--- src/ffba_pkg.sv ---
package ffba_pkg;

  localparam int WORD_W = 32;
  localparam int LOG_W  = 5;
  localparam int SIZE_W = 11;
  localparam int ADDR_W = 10;

  localparam logic FUNC_ALLOC = 1'b0;
  localparam logic FUNC_FREE  = 1'b1;

  typedef enum logic [1:0] {
    ST_DONE    = 2'd0,
    ST_NO_ROOM = 2'd1,
    ST_BEYOND  = 2'd2
  } status_t;

  typedef struct packed {
    logic    clr_en;
    logic    req_load;
    logic    scan_start;
    logic    scan_run;
    logic    mark_load;
    logic    mark_run;
    logic    res_set;
    status_t res_status;
    logic    res_fit;
    logic    out_load;
  } cmd_t;

  typedef struct packed {
    logic clr_done;
    logic req_alloc;
    logic size_bad;
    logic free_beyond;
    logic free_empty;
    logic fit_hit;
    logic scan_end;
    logic mark_end;
  } sts_t;

endpackage

--- src/first_fit_bitmap_allocator_core.sv ---
// First-fit cell allocator over a used/free bitmap of CELL_COUNT cells.
// Input beat: tuser selects allocate or free, tdata carries size and start
// cell. One result beat per request: tuser is the status, tdata the start
// cell of an allocated block (zero otherwise).
// The bitmap sits in a RAM of 32-cell words, one word read per cycle.
// After an accepted input beat, a rejected request or a zero-size free goes
// straight to its result; a free runs a marking pass over the words that its
// range spans; an allocate first scans the words for a fit, then marks as
// for free; a failed allocate ends after scanning every word.
// The next request is taken once the result is handed to the output
// register; a result may wait there while the next request runs.
// After reset the block clears the RAM, one word per cycle, with
// in_tready low. When the receiver stalls, the result holds in the output
// register and a finished next result waits until that register frees.
module first_fit_bitmap_allocator_core
  import ffba_pkg::*;
#(
  parameter int CELL_COUNT = 1024
) (
  input  logic        clk,
  input  logic        rst_n,
  input  logic        in_tvalid,
  output logic        in_tready,
  input  logic [23:0] in_tdata,   // block_size[10:0], free_address[20:11], zero pad
  input  logic        in_tuser,   // func
  output logic        out_tvalid,
  input  logic        out_tready,
  output logic [15:0] out_tdata,  // start_address[9:0], zero pad
  output logic [1:0]  out_tuser   // status
);

  cmd_t              cmd;
  sts_t              sts;
  status_t           res_status;
  logic [ADDR_W-1:0] res_addr;

  ffba_ctrl u_ctrl (
    .clk        (clk),
    .rst_n      (rst_n),
    .in_tvalid  (in_tvalid),
    .in_tready  (in_tready),
    .out_tready (out_tready),
    .out_tvalid (out_tvalid),
    .sts        (sts),
    .cmd        (cmd)
  );

  ffba_dp #(
    .CELL_COUNT (CELL_COUNT)
  ) u_dp (
    .clk        (clk),
    .rst_n      (rst_n),
    .in_func    (in_tuser),
    .in_size    (in_tdata[10:0]),
    .in_addr    (in_tdata[20:11]),
    .cmd        (cmd),
    .sts        (sts),
    .out_status (res_status),
    .out_addr   (res_addr)
  );

  assign out_tdata = {6'b0, res_addr};
  assign out_tuser = res_status;

endmodule

--- src/ffba_dp.sv ---
module ffba_dp
  import ffba_pkg::*;
#(
  parameter int CELL_COUNT = 1024
) (
  input  logic              clk,
  input  logic              rst_n,
  input  logic              in_func,
  input  logic [SIZE_W-1:0] in_size,
  input  logic [ADDR_W-1:0] in_addr,
  input  cmd_t              cmd,
  output sts_t              sts,
  output status_t           out_status,
  output logic [ADDR_W-1:0] out_addr
);

  localparam int WORDS = (CELL_COUNT + WORD_W - 1) / WORD_W;
  localparam int WA_W  = (WORDS > 1) ? $clog2(WORDS) : 1;
  localparam int PW    = WA_W + LOG_W;
  localparam int RUN_W = $clog2(CELL_COUNT + WORD_W + 1);
  localparam int CMP_W = (RUN_W > SIZE_W) ? RUN_W : SIZE_W;
  localparam int TAIL  = CELL_COUNT - (WORDS - 1) * WORD_W;
  localparam logic [WA_W-1:0] LAST_WORD = WA_W'(WORDS - 1);

  logic [WORD_W-1:0] mem [WORDS];
  logic [WORD_W-1:0] rd_data_r;

  logic              func_r;
  logic [SIZE_W-1:0] size_r;
  logic [ADDR_W-1:0] addr_r;

  logic [WA_W-1:0]   rd_word_r;
  logic              iss_done_r;
  logic              ev_valid_r;
  logic [WA_W-1:0]   ev_word_r;
  logic [RUN_W-1:0]  run_r;
  logic [PW-1:0]     lo_r;
  logic [PW-1:0]     hi_r;
  status_t           res_status_r;
  logic              res_fit_r;
  status_t           out_status_r;
  logic [ADDR_W-1:0] out_addr_r;

  logic              req_alloc;
  logic [WORD_W-1:0] used;
  logic [WORD_W-1:0] hv [LOG_W+1];
  logic [LOG_W-1:0]  lu [LOG_W+1][WORD_W];
  logic [WORD_W-1:0] hit;
  logic [LOG_W-1:0]  hit_idx;
  logic              hit_any;
  logic [RUN_W-1:0]  run_next;
  logic [PW-1:0]     fit_lo;
  logic [PW-1:0]     lo_src;
  logic [PW-1:0]     hi_src;
  logic [WA_W-1:0]   last_word;
  logic              issue;
  logic              mark_we;
  logic [LOG_W-1:0]  lo_b;
  logic [LOG_W-1:0]  hi_b;
  logic [WORD_W-1:0] mask;
  logic [WORD_W-1:0] wdata;

  assign req_alloc = (func_r == FUNC_ALLOC);

  always_comb begin
    logic [LOG_W-1:0] span;
    logic [RUN_W-1:0] run_at;
    for (int j = 0; j < WORD_W; j++) begin
      used[j] = rd_data_r[j] | ((ev_word_r == LAST_WORD) && (j >= TAIL));
    end
    for (int j = 0; j < WORD_W; j++) begin
      hv[0][j] = used[j];
      lu[0][j] = LOG_W'(j);
    end
    for (int l = 0; l < LOG_W; l++) begin
      for (int j = 0; j < WORD_W; j++) begin
        hv[l+1][j] = hv[l][j];
        lu[l+1][j] = lu[l][j];
      end
      for (int j = (1 << l); j < WORD_W; j++) begin
        if (!hv[l][j] && hv[l][j-(1<<l)]) begin
          hv[l+1][j] = 1'b1;
          lu[l+1][j] = lu[l][j-(1<<l)];
        end
      end
    end
    for (int j = 0; j < WORD_W; j++) begin
      span = LOG_W'(j) - lu[LOG_W][j];
      if (hv[LOG_W][j]) begin
        run_at = RUN_W'(span);
      end else begin
        run_at = run_r + RUN_W'(j + 1);
      end
      hit[j] = CMP_W'(run_at) >= CMP_W'(size_r);
    end
    span = LOG_W'(WORD_W - 1) - lu[LOG_W][WORD_W-1];
    if (hv[LOG_W][WORD_W-1]) begin
      run_next = RUN_W'(span);
    end else begin
      run_next = run_r + RUN_W'(WORD_W);
    end
    hit_idx = '0;
    for (int j = WORD_W - 1; j >= 0; j--) begin
      if (hit[j]) begin
        hit_idx = LOG_W'(j);
      end
    end
  end

  assign hit_any = |hit;
  assign fit_lo  = {ev_word_r, hit_idx} + PW'(1) - PW'(size_r);
  assign lo_src  = req_alloc ? fit_lo : PW'(addr_r);
  assign hi_src  = lo_src + PW'(size_r) - PW'(1);

  assign last_word = cmd.scan_run ? LAST_WORD : hi_r[PW-1:LOG_W];
  assign issue     = (cmd.scan_run | cmd.mark_run) & ~iss_done_r;
  assign mark_we   = cmd.mark_run & ev_valid_r;

  assign lo_b  = (ev_word_r == lo_r[PW-1:LOG_W]) ? lo_r[LOG_W-1:0] : '0;
  assign hi_b  = (ev_word_r == hi_r[PW-1:LOG_W]) ? hi_r[LOG_W-1:0] : LOG_W'(WORD_W - 1);
  assign mask  = ({WORD_W{1'b1}} << lo_b) & ({WORD_W{1'b1}} >> (LOG_W'(WORD_W - 1) - hi_b));
  assign wdata = req_alloc ? (rd_data_r | mask) : (rd_data_r & ~mask);

  assign sts.clr_done    = cmd.clr_en & (rd_word_r == LAST_WORD);
  assign sts.req_alloc   = req_alloc;
  assign sts.size_bad    = (size_r == '0) || (32'(size_r) > 32'(CELL_COUNT));
  assign sts.free_beyond = (32'(addr_r) + 32'(size_r)) > 32'(CELL_COUNT);
  assign sts.free_empty  = (size_r == '0);
  assign sts.fit_hit     = cmd.scan_run & ev_valid_r & hit_any;
  assign sts.scan_end    = cmd.scan_run & ev_valid_r & ~hit_any & (ev_word_r == LAST_WORD);
  assign sts.mark_end    = mark_we & (ev_word_r == hi_r[PW-1:LOG_W]);

  always_ff @(posedge clk) begin
    if (cmd.clr_en) begin
      mem[rd_word_r] <= '0;
    end else if (mark_we) begin
      mem[ev_word_r] <= wdata;
    end
    rd_data_r <= mem[rd_word_r];
  end

  always_ff @(posedge clk) begin
    if (!rst_n) begin
      rd_word_r  <= '0;
      iss_done_r <= 1'b0;
      ev_valid_r <= 1'b0;
    end else begin
      ev_valid_r <= issue & ~cmd.scan_start & ~cmd.mark_load;
      if (cmd.clr_en) begin
        rd_word_r <= sts.clr_done ? '0 : rd_word_r + WA_W'(1);
      end else if (cmd.scan_start) begin
        rd_word_r  <= '0;
        iss_done_r <= 1'b0;
      end else if (cmd.mark_load) begin
        rd_word_r  <= lo_src[PW-1:LOG_W];
        iss_done_r <= 1'b0;
      end else if (issue) begin
        if (rd_word_r == last_word) begin
          iss_done_r <= 1'b1;
        end else begin
          rd_word_r <= rd_word_r + WA_W'(1);
        end
      end
    end
  end

  always_ff @(posedge clk) begin
    ev_word_r <= rd_word_r;
    if (cmd.req_load) begin
      func_r <= in_func;
      size_r <= in_size;
      addr_r <= in_addr;
    end
    if (cmd.scan_start) begin
      run_r <= '0;
    end else if (cmd.scan_run && ev_valid_r) begin
      run_r <= run_next;
    end
    if (cmd.mark_load) begin
      lo_r <= lo_src;
      hi_r <= hi_src;
    end
    if (cmd.res_set) begin
      res_status_r <= cmd.res_status;
      res_fit_r    <= cmd.res_fit;
    end
    if (cmd.out_load) begin
      out_status_r <= res_status_r;
      out_addr_r   <= res_fit_r ? ADDR_W'(lo_r) : '0;
    end
  end

  assign out_status = out_status_r;
  assign out_addr   = out_addr_r;

endmodule

--- src/ffba_ctrl.sv ---
module ffba_ctrl
  import ffba_pkg::*;
(
  input  logic clk,
  input  logic rst_n,
  input  logic in_tvalid,
  output logic in_tready,
  input  logic out_tready,
  output logic out_tvalid,
  input  sts_t sts,
  output cmd_t cmd
);

  typedef enum logic [5:0] {
    S_CLEAR = 6'b000001,
    S_IDLE  = 6'b000010,
    S_CHECK = 6'b000100,
    S_SCAN  = 6'b001000,
    S_MARK  = 6'b010000,
    S_RESP  = 6'b100000
  } state_t;

  state_t state_r, state_nxt;
  logic   out_tvalid_r, out_tvalid_nxt;

  always_comb begin
    state_nxt = state_r;
    cmd       = '0;
    cmd.res_status = ST_DONE;
    case (state_r)
      S_CLEAR: begin
        cmd.clr_en = 1'b1;
        if (sts.clr_done) begin
          state_nxt = S_IDLE;
        end
      end
      S_IDLE: begin
        if (in_tvalid) begin
          cmd.req_load = 1'b1;
          state_nxt    = S_CHECK;
        end
      end
      S_CHECK: begin
        if (sts.req_alloc) begin
          if (sts.size_bad) begin
            cmd.res_set    = 1'b1;
            cmd.res_status = ST_NO_ROOM;
            state_nxt      = S_RESP;
          end else begin
            cmd.scan_start = 1'b1;
            state_nxt      = S_SCAN;
          end
        end else if (sts.free_beyond) begin
          cmd.res_set    = 1'b1;
          cmd.res_status = ST_BEYOND;
          state_nxt      = S_RESP;
        end else if (sts.free_empty) begin
          cmd.res_set    = 1'b1;
          cmd.res_status = ST_DONE;
          state_nxt      = S_RESP;
        end else begin
          cmd.mark_load = 1'b1;
          state_nxt     = S_MARK;
        end
      end
      S_SCAN: begin
        cmd.scan_run = 1'b1;
        if (sts.fit_hit) begin
          cmd.mark_load = 1'b1;
          state_nxt     = S_MARK;
        end else if (sts.scan_end) begin
          cmd.res_set    = 1'b1;
          cmd.res_status = ST_NO_ROOM;
          state_nxt      = S_RESP;
        end
      end
      S_MARK: begin
        cmd.mark_run = 1'b1;
        if (sts.mark_end) begin
          cmd.res_set    = 1'b1;
          cmd.res_status = ST_DONE;
          cmd.res_fit    = sts.req_alloc;
          state_nxt      = S_RESP;
        end
      end
      S_RESP: begin
        if (!out_tvalid_r || out_tready) begin
          cmd.out_load = 1'b1;
          state_nxt    = S_IDLE;
        end
      end
      default: begin
        state_nxt = S_IDLE;
      end
    endcase
  end

  always_comb begin
    out_tvalid_nxt = out_tvalid_r;
    if (cmd.out_load) begin
      out_tvalid_nxt = 1'b1;
    end else if (out_tready) begin
      out_tvalid_nxt = 1'b0;
    end
  end

  always_ff @(posedge clk) begin
    if (!rst_n) begin
      state_r      <= S_CLEAR;
      out_tvalid_r <= 1'b0;
    end else begin
      state_r      <= state_nxt;
      out_tvalid_r <= out_tvalid_nxt;
    end
  end

  assign in_tready  = (state_r == S_IDLE);
  assign out_tvalid = out_tvalid_r;

endmodule

--- config.mk ---
export PLATFORM = sky130hd
export DESIGN_NAME = first_fit_bitmap_allocator_core
export DESIGN_NICKNAME = d
export VERILOG_FILES = /design/src/ffba_pkg.sv /design/src/first_fit_bitmap_allocator_core.sv /design/src/ffba_dp.sv /design/src/ffba_ctrl.sv
export SDC_FILE = /design/constraint.sdc
export NUM_CORES = 2
export LEC_CHECK = 0
export BUFFER_PORTS_ARGS = -buffer_cell sky130_fd_sc_hd__buf_2
export CAP_MARGIN = 30
export CORE_UTILIZATION = 35
export DETAILED_ROUTE_END_ITERATION = 10
export GPL_ROUTABILITY_DRIVEN = 0
export GPL_TIMING_DRIVEN = 0
export HOLD_SLACK_MARGIN = 0.03
export MAX_ROUTING_LAYER = met4
export PLACE_DENSITY = 0.53
export RECOVER_POWER = 25
export SLEW_MARGIN = 20
export SYNTH_ARGS = -nofsm -noshare
export SYNTH_HDL_FRONTEND = slang
export SYNTH_SLANG_ARGS = --single-unit
--- constraint.sdc ---
create_clock -name clk -period 10.6 [get_ports clk]
set_clock_uncertainty 0.2 [all_clocks]
set_input_delay 2.12 -clock clk [delete_from_list [all_inputs] [get_ports clk]]
set_output_delay 2.12 -clock clk [all_outputs]
set_load 0.01 [all_outputs]
Yosys cells after proc, flatten, opt, wreduce, memory -nomap -nowiden:

Memories as Yosys holds them, arrays and structs flattened. A register that Yosys moved wholly into a read port is not among the register bits.
Index checks and enable logic that the tools add are counted.

* register bits after elaboration: 87
* bits in writable memories: 1024
* input bits: 29
* output and inout port bits: 20
* logic and storage cells: 815
* memories kept: 1

Memory list
* u_dp.mem: words 32, bits a word 32, rd ports 1, clocked after memory_dff 1, wr ports 1, line ffba_dp.sv:25 `logic [WORD_W-1:0] mem [WORDS];`

* $add $sub $neg: 70
* $lt $le $gt $ge: 34
* eq/ne operators: 17
* shifts and indexed selects: 2
* muxes and demuxes: 381
* bitwise operators: 21
* reductions and logical operators: 273

Operator list (count)
* $mux 5: 118
* $ge 11x11->1: 32
* $mux 11: 32
* $add 11x5->11 const B: 16
* $mux 1: 171
* $logic_and 1x1->1: 130
* $logic_not 1->1: 130
* $add 11x4->11 const B: 8
* $sub 5x5->5 const A: 17
* $and 32x32->32: 2
* $mux 32: 2
* $reduce_or 32->1: 2
* $mux 6: 10
* $mux 4: 14
* $mux 3: 18
* $add 11x3->11 const B: 4
* $sub 4x5->5 const A: 8
* $pmux 6 s6: 1
* $gt 32x11->1 const B: 1
* $not 32->32: 1
* $or 32x32->32: 1
* $shl 32x5->32 const A: 1
* $shr 32x5->32 const A: 1
* $mux 2: 12
* other kinds (39): 66

Longest topological paths before layout:

* depth in word-level cells: 56
* depth in mapped cells: 46
* depth with buffers taken out: 43

Modules after synthesis:

A second synthesis with hierarchy kept.

* cell total of the unflattened synthesis: 4611
* area total of the unflattened synthesis: 61851.8 um2

Modules (own cells, without submodules)
* ffba_dp: times used 1, cells each 4549, area an instance 61307.5 um2, sequential area each 33562.2 um2
* ffba_ctrl: times used 1, cells each 55, area an instance 495.5 um2, sequential area each 140.1 um2
* first_fit_bitmap_allocator_core: times used 1, cells each 7, area an instance 48.8 um2, sequential area each 0.0 um2

Least setup slack after synthesis:

No wires, ideal clock.

* kind: register to register
* start point: register u_dp.rd_data_r[6] (read register of u_dp.mem)
* end point: register u_dp.hi_r[9] (data pin)
* setup time: 266 ps
* arrival: 7901 ps
* data required time: 10134 ps
* path slack: 2233 ps
* stages on the path, launching flop included: 40
* path buffers: 3
* period minus slack after synthesis: 8367 ps
* path through: dfxtp_1 > buf_2 > or4_1 > clkbuf_1 > or4_1 > clkbuf_1 > o22ai_1 > nand2_1 > o21ai_0 > nand2_1 > ha_1 > nor4_1 > a21oi_1 > o21ai_0 > ha_1 > a21oi_1 > nor2b_1 > a2111oi_0 > [... 4 more ...] > o41a_1 > a41oi_1 > ha_1 > ha_1 > fa_1 > mux2_2 > inv_1 > ha_1 > fa_1 > inv_1 > a21oi_1 > o21ai_0 > a21oi_1 > o21bai_1 > a21o_1 > a21oi_1 > xnor2_1 > xnor2_1

* cells in the longest elaborated chain, start to end: 52
* elaborated cells between the ends (all ways): 266
* classes of those cells: 30 x add/sub; 26 x order compare; 147 x mux; 63 x reduce/logical

RTL lines
* from (decl): line ffba_dp.sv:26 `logic [WORD_W-1:0] rd_data_r;`
* $logic_and 1x1->1 / $logic_not 1->1 (equally long branches): line ffba_dp.sv:81 `if (!hv[l][j] && hv[l][j-(1<<l)]) begin`
* $mux 1 / $logic_and 1x1->1 (equally long branches): line ffba_dp.sv:81
* $logic_not 1->1 / $mux 1 (equally long branches): line ffba_dp.sv:81
* $logic_and 1x1->1 / $logic_not 1->1 (equally long branches): line ffba_dp.sv:81
* $mux 1 / $logic_and 1x1->1 (equally long branches): line ffba_dp.sv:81
* $logic_not 1->1 / $mux 1 (equally long branches): line ffba_dp.sv:81
* $logic_and 1x1->1 / $logic_not 1->1 (equally long branches): line ffba_dp.sv:81
* $mux 1 / $logic_and 1x1->1 (equally long branches): line ffba_dp.sv:81
* [... 32 more ...]
* $mux 5 * (7 in series): line ffba_dp.sv:104 `if (hit[j]) begin`
* $add 10x1->10 *: line ffba_dp.sv:111 `assign fit_lo = {ev_word_r, hit_idx} + PW'(1) - PW'(size_r);`
* $sub 10x10->10 *: line ffba_dp.sv:111
* $mux 10 *: line ffba_dp.sv:112 `assign lo_src = req_alloc ? fit_lo : PW'(addr_r);`
* net u_dp.lo_src[2]: line ffba_dp.sv:53 `logic [PW-1:0] lo_src;`
* $add 10x10->10 *: line ffba_dp.sv:113 `assign hi_src = lo_src + PW'(size_r) - PW'(1);`
* $sub 10x1->10 *: line ffba_dp.sv:113
* net u_dp.hi_src[9]: line ffba_dp.sv:54 `logic [PW-1:0] hi_src;`
* to (signal assigned): line ffba_dp.sv:181 `hi_r <= hi_src;`
* to (decl): line ffba_dp.sv:38 `logic [PW-1:0] hi_r;`

Mark *: on every way through the listed nets, which the timed path passes. The rest lies on a longest branch.
A chain may end at the register's enable or synchronous reset.

Final worst setup path:

* start point: register u_dp.rd_data_r[20] (read register of u_dp.mem)
* end point: register u_dp.hi_r[9] (data pin)

* cells in the longest elaborated chain, start to end: 52
* elaborated cells between the ends (all ways): 214
* classes of those cells: 16 x add/sub; 12 x order compare; 121 x mux; 65 x reduce/logical

RTL lines (line)
* $logic_and 1x1->1 / $logic_not 1->1 (equally long branches): ffba_dp.sv:81
* $mux 1 / $logic_and 1x1->1 (equally long branches): ffba_dp.sv:81
* $logic_and 1x1->1 / $mux 1 (equally long branches): ffba_dp.sv:81
* $mux 1 / $logic_and 1x1->1 (equally long branches): ffba_dp.sv:81
* $logic_not 1->1 / $mux 1 (equally long branches): ffba_dp.sv:81
* $logic_and 1x1->1 / $logic_not 1->1 (equally long branches): ffba_dp.sv:81
* $mux 1 / $logic_and 1x1->1 (equally long branches): ffba_dp.sv:81
* $logic_and 1x1->1 / $mux 1 (equally long branches): ffba_dp.sv:81
* [... 18 more ...]
* $mux 5 * (21 in series): ffba_dp.sv:104
* $add 10x1->10 *: ffba_dp.sv:111
* $sub 10x10->10 *: ffba_dp.sv:111
* $mux 10 *: ffba_dp.sv:112
* net u_dp.lo_src[2]: ffba_dp.sv:53
* $add 10x10->10 *: ffba_dp.sv:113
* $sub 10x1->10 *: ffba_dp.sv:113
* net u_dp.hi_src[9]: ffba_dp.sv:54

Marked as above.

==> key figures <==
Run status
  – Status: finished, violations left
  – Failing checks: max-capacitance violations, max-slew violations

Global route
  – Remaining global-route overflow: 0
  – First-pass GRT wire length: 295000 um
  – Largest net degree at the start of global routing: 36
  – GR Util All Layers: 0.234
  – Antenna violations before repair: 6
  – Vias in the first global route: 41300

Worst setup path
  – Required time worst endpoint: 10.86 ns
  – Slowest-stage cell, CP: nand3_1
  – Crit. End Element: flop
  – Worst r2r src: u_dp.rd_data_r[20]
  – Crit-path most repeated cell: ha_1
  – R2R depth: 37
  – Crit path kind: flop to flop
  – Worst path max stage delay: 0.69 ns
  – Worst-path fanout max: 10
  – WP data arrival: 10.73 ns
  – R2R Setup Slk: 0.12 ns
  – Worst r2r dst: u_dp.hi_r[9]
  – Worst Setup SP: u_dp.rd_data_r[20]
  – Startpoint Class: flop

STA
  – Rel. slew slack: -0.479
  – Worst-margin pin slew: 2.21 ns
  – Final min period: 10.48 ns
  – Hold Slack: 0.153 ns
  – Final number of setup-violating endpoints: 0
  – Period utilization: 0.988
  – Setup TNS: 0 ns
  – Final Hold Fails: 0
  – Fmax: 0.0954 GHz
  – Slew Viols, Final: 180

Routing
  – Initial DRT Pass Iterations: 7
  – Via-to-Cell Ratio: 5.69
  – Vias: 42000
  – DRT antenna net count: 0
  – DR iter-0 viols: 4472
  – # DRC: 0
  – Avg WL per Cell: 27.6 um
  – Routed WL: 204000 um

Clock tree
  – Clock buffer depth: 3
  – Clock latency on the worst-skew pair: 0.74 ns
  – H-tree Lvls: 3
  – CTS Buf Count: 114
  – CTS root buf: clkbuf_16
  – Post-CTS setup buffer count: 0
  – TritonCTS clock tree: done
  – Num Clock Sinks: 1143
  – Worst-path clk slew: 0.07 ns

Run
  – Max-Cap Viols: 6

Floorplan
  – Starting Density: 0.353
  – Die height: 421 um
  – Die X: 421 um
  – Total die area: 0.177 mm2
  – Core ar.: 0.174 mm2
  – # rows: 153
  – I/O pins: 49

Yosys
  – Cell variety after synth: 90
  – Post-synthesis instance area: 0.0615 mm2
  – Seq cells post-synth: 1143
  – Main flop type after synthesis: edfxtp_1
  – Commonest cells in the netlist: 1081 x edfxtp_1, 491 x nor2_1, 443 x ha_1, 368 x nand2_1, 320 x mux4_2
  – Post-synthesis area per instance: 13.2 um2
  – Yosys warns: 0
  – Synth area leader: edfxtp_1
  – Synth area leaders: edfxtp_1 53%, mux4_2 12%, ha_1 9.0%, nor2_1 3.0%, a21oi_1 2.3%
  – Most numerous cell in the Yosys netlist: edfxtp_1
  – Cells after Synth: 4674
  – Synth top area share: 0.528
  – Sequential element share of the synthesized area: 0.548
  – Post-synth EDFFs: 1081
  – Asr flop ratio synth: 0

Power
  – Worst VDD drop: 0.167 mV
  – Pwr/cell area: 153 mW/mm2
  – Tot Pwr: 10.8 mW
  – Leak pwr: 24.5 nW

Final layout
  – NumNets Final: 5441
  – Final instance area: 0.0709 mm2
  – Area Overhead vs Synth: 15.3%
  – Share of cells above drive strength 1: 0.154

Min path
  – Hold Startpoint: u_dp.rd_word_r[3]
  – Min-Delay Path Depth: 0
  – Hold worst-path end: u_dp.ev_word_r[3]
  – Hold WC Path Type: flop to flop

Place
  – DP Area: 0.0673 mm2
  – Port Buffers: 39
  – DP HPWL: 150000 um
[worst max-delay path by stage]
stage	endpoint	slack, ns	cells past startpoint
6_report	u_dp.hi_r[9]	0.12	37
5_1_grt	u_dp.hi_r[9]	-0.02	43
4_1_cts	u_dp.hi_r[9]	0.06	37
3_5_place_dp	u_dp.hi_r[9]	-0.56	40
3_3_place_gp	u_dp.hi_r[9]	-1.51	34
2_1_floorplan	u_dp.hi_r[9]	2.23	39
[sequential cells by signal, indices dropped and copies added (netlist names)]
signal and cells:
u_dp.rd_word_r 5, u_dp.rd_data_r 32, u_ctrl.out_tvalid 1, u_dp.mem 1024, u_dp.res_status_r 2, u_dp.lo_r 10, u_dp.ev_word_r 5, u_dp.out_addr 10
u_dp.ev_valid_r 1, u_dp.size_r 11, u_dp.func_r 1, u_dp.res_fit_r 1, u_dp.iss_done_r 1, u_ctrl.state_r 6, u_dp.out_status 2, u_dp.run_r 11
u_dp.addr_r 10, u_dp.hi_r 10
[timing repair]
action                                  CTS  global route
hold buffers                              0             0
hold endpoints to repair                  0             0
endpoints found under the setup margin    4             3
pin swaps                                 0             1
gates resized for setup                   5            20
[metrics by stage]
| step | std cells | util | worst slack [ns] |
|---|---|---|---|
| 2_1_floorplan | 4679 | - | 2.23 |
| 3_3_place_gp | 7043 | 0.371 | -1.51 |
| 3_5_place_dp | 7163 | 0.386 | -0.562 |
| 4_1_cts | 7374 | 0.408 | 0.0550 |
| 5_1_grt | 7387 | 0.407 | -0.0219 |
| 6_report | 7389 | 0.407 | 0.123 |
[layout make-up]
cell class / count / area, um2
sequential: 1143 / 33700
timing repair buffer: 173 / 2190
multi-input combinational: 3175 / 27000
clock buffer: 138 / 2960
inverter: 119 / 452
buffer: 240 / 945
tap: 2325 / 2910
clock inverter: 73 / 757
antenna: 3 / 7.51
fill: 16400 / 103000
[layout by cell type, fill, tap and decap left out, types with 64 or more instances in the layout]
cell type and n:
xor2_1 95, nand2_1 368, o21ai_0 177, nor2_1 447
edfxtp_1 1081, clkbuf_1 255, xnor2_1 144, clkbuf_16 114
ha_1 443, nand3_1 78, a21oi_1 284, mux4_2 320
nor2b_1 64, inv_1 106
[power by group]
group	switching, mW	internal, mW	leakage (nW)
logic	1.14	0.655	12.1
registers	0.0512	4.94	10.6
clock network	1.74	2.31	1.80
total	2.94	7.91	24.5
[per-layer routing]
layer  track usage  vias to the layer above  part of all wire
li1              -                    18500                 -
met1         0.303                    21300              0.42
met2         0.369                     1687              0.47
met3        0.0303                      510             0.060
met4        0.0988                        0             0.051
met5             -                        -                 0
[worst max-delay path, delay by kind of cell, from the launching register on]
kind                       cells  cell delay, ns
AOI/OAI and AO/OA             15            3.79
xor gates and xnor gates       2            0.28
adders and majority gates      7            2.09
buffers and inverters          4            0.69
DFF                            1            0.30
muxes                          2            0.60
and+or+nand+nor                7            2.30
[cell families after synthesis]
group | synth area share
simple gates | 0.0979
xor+xnor | 0.0341
compound gates | 0.0819
fa+ha+maj | 0.0912
buf+inv | 0.0225
flops | 0.548
mux | 0.124
other cells | 0.0000610
(Power assumes the default switching activity.)
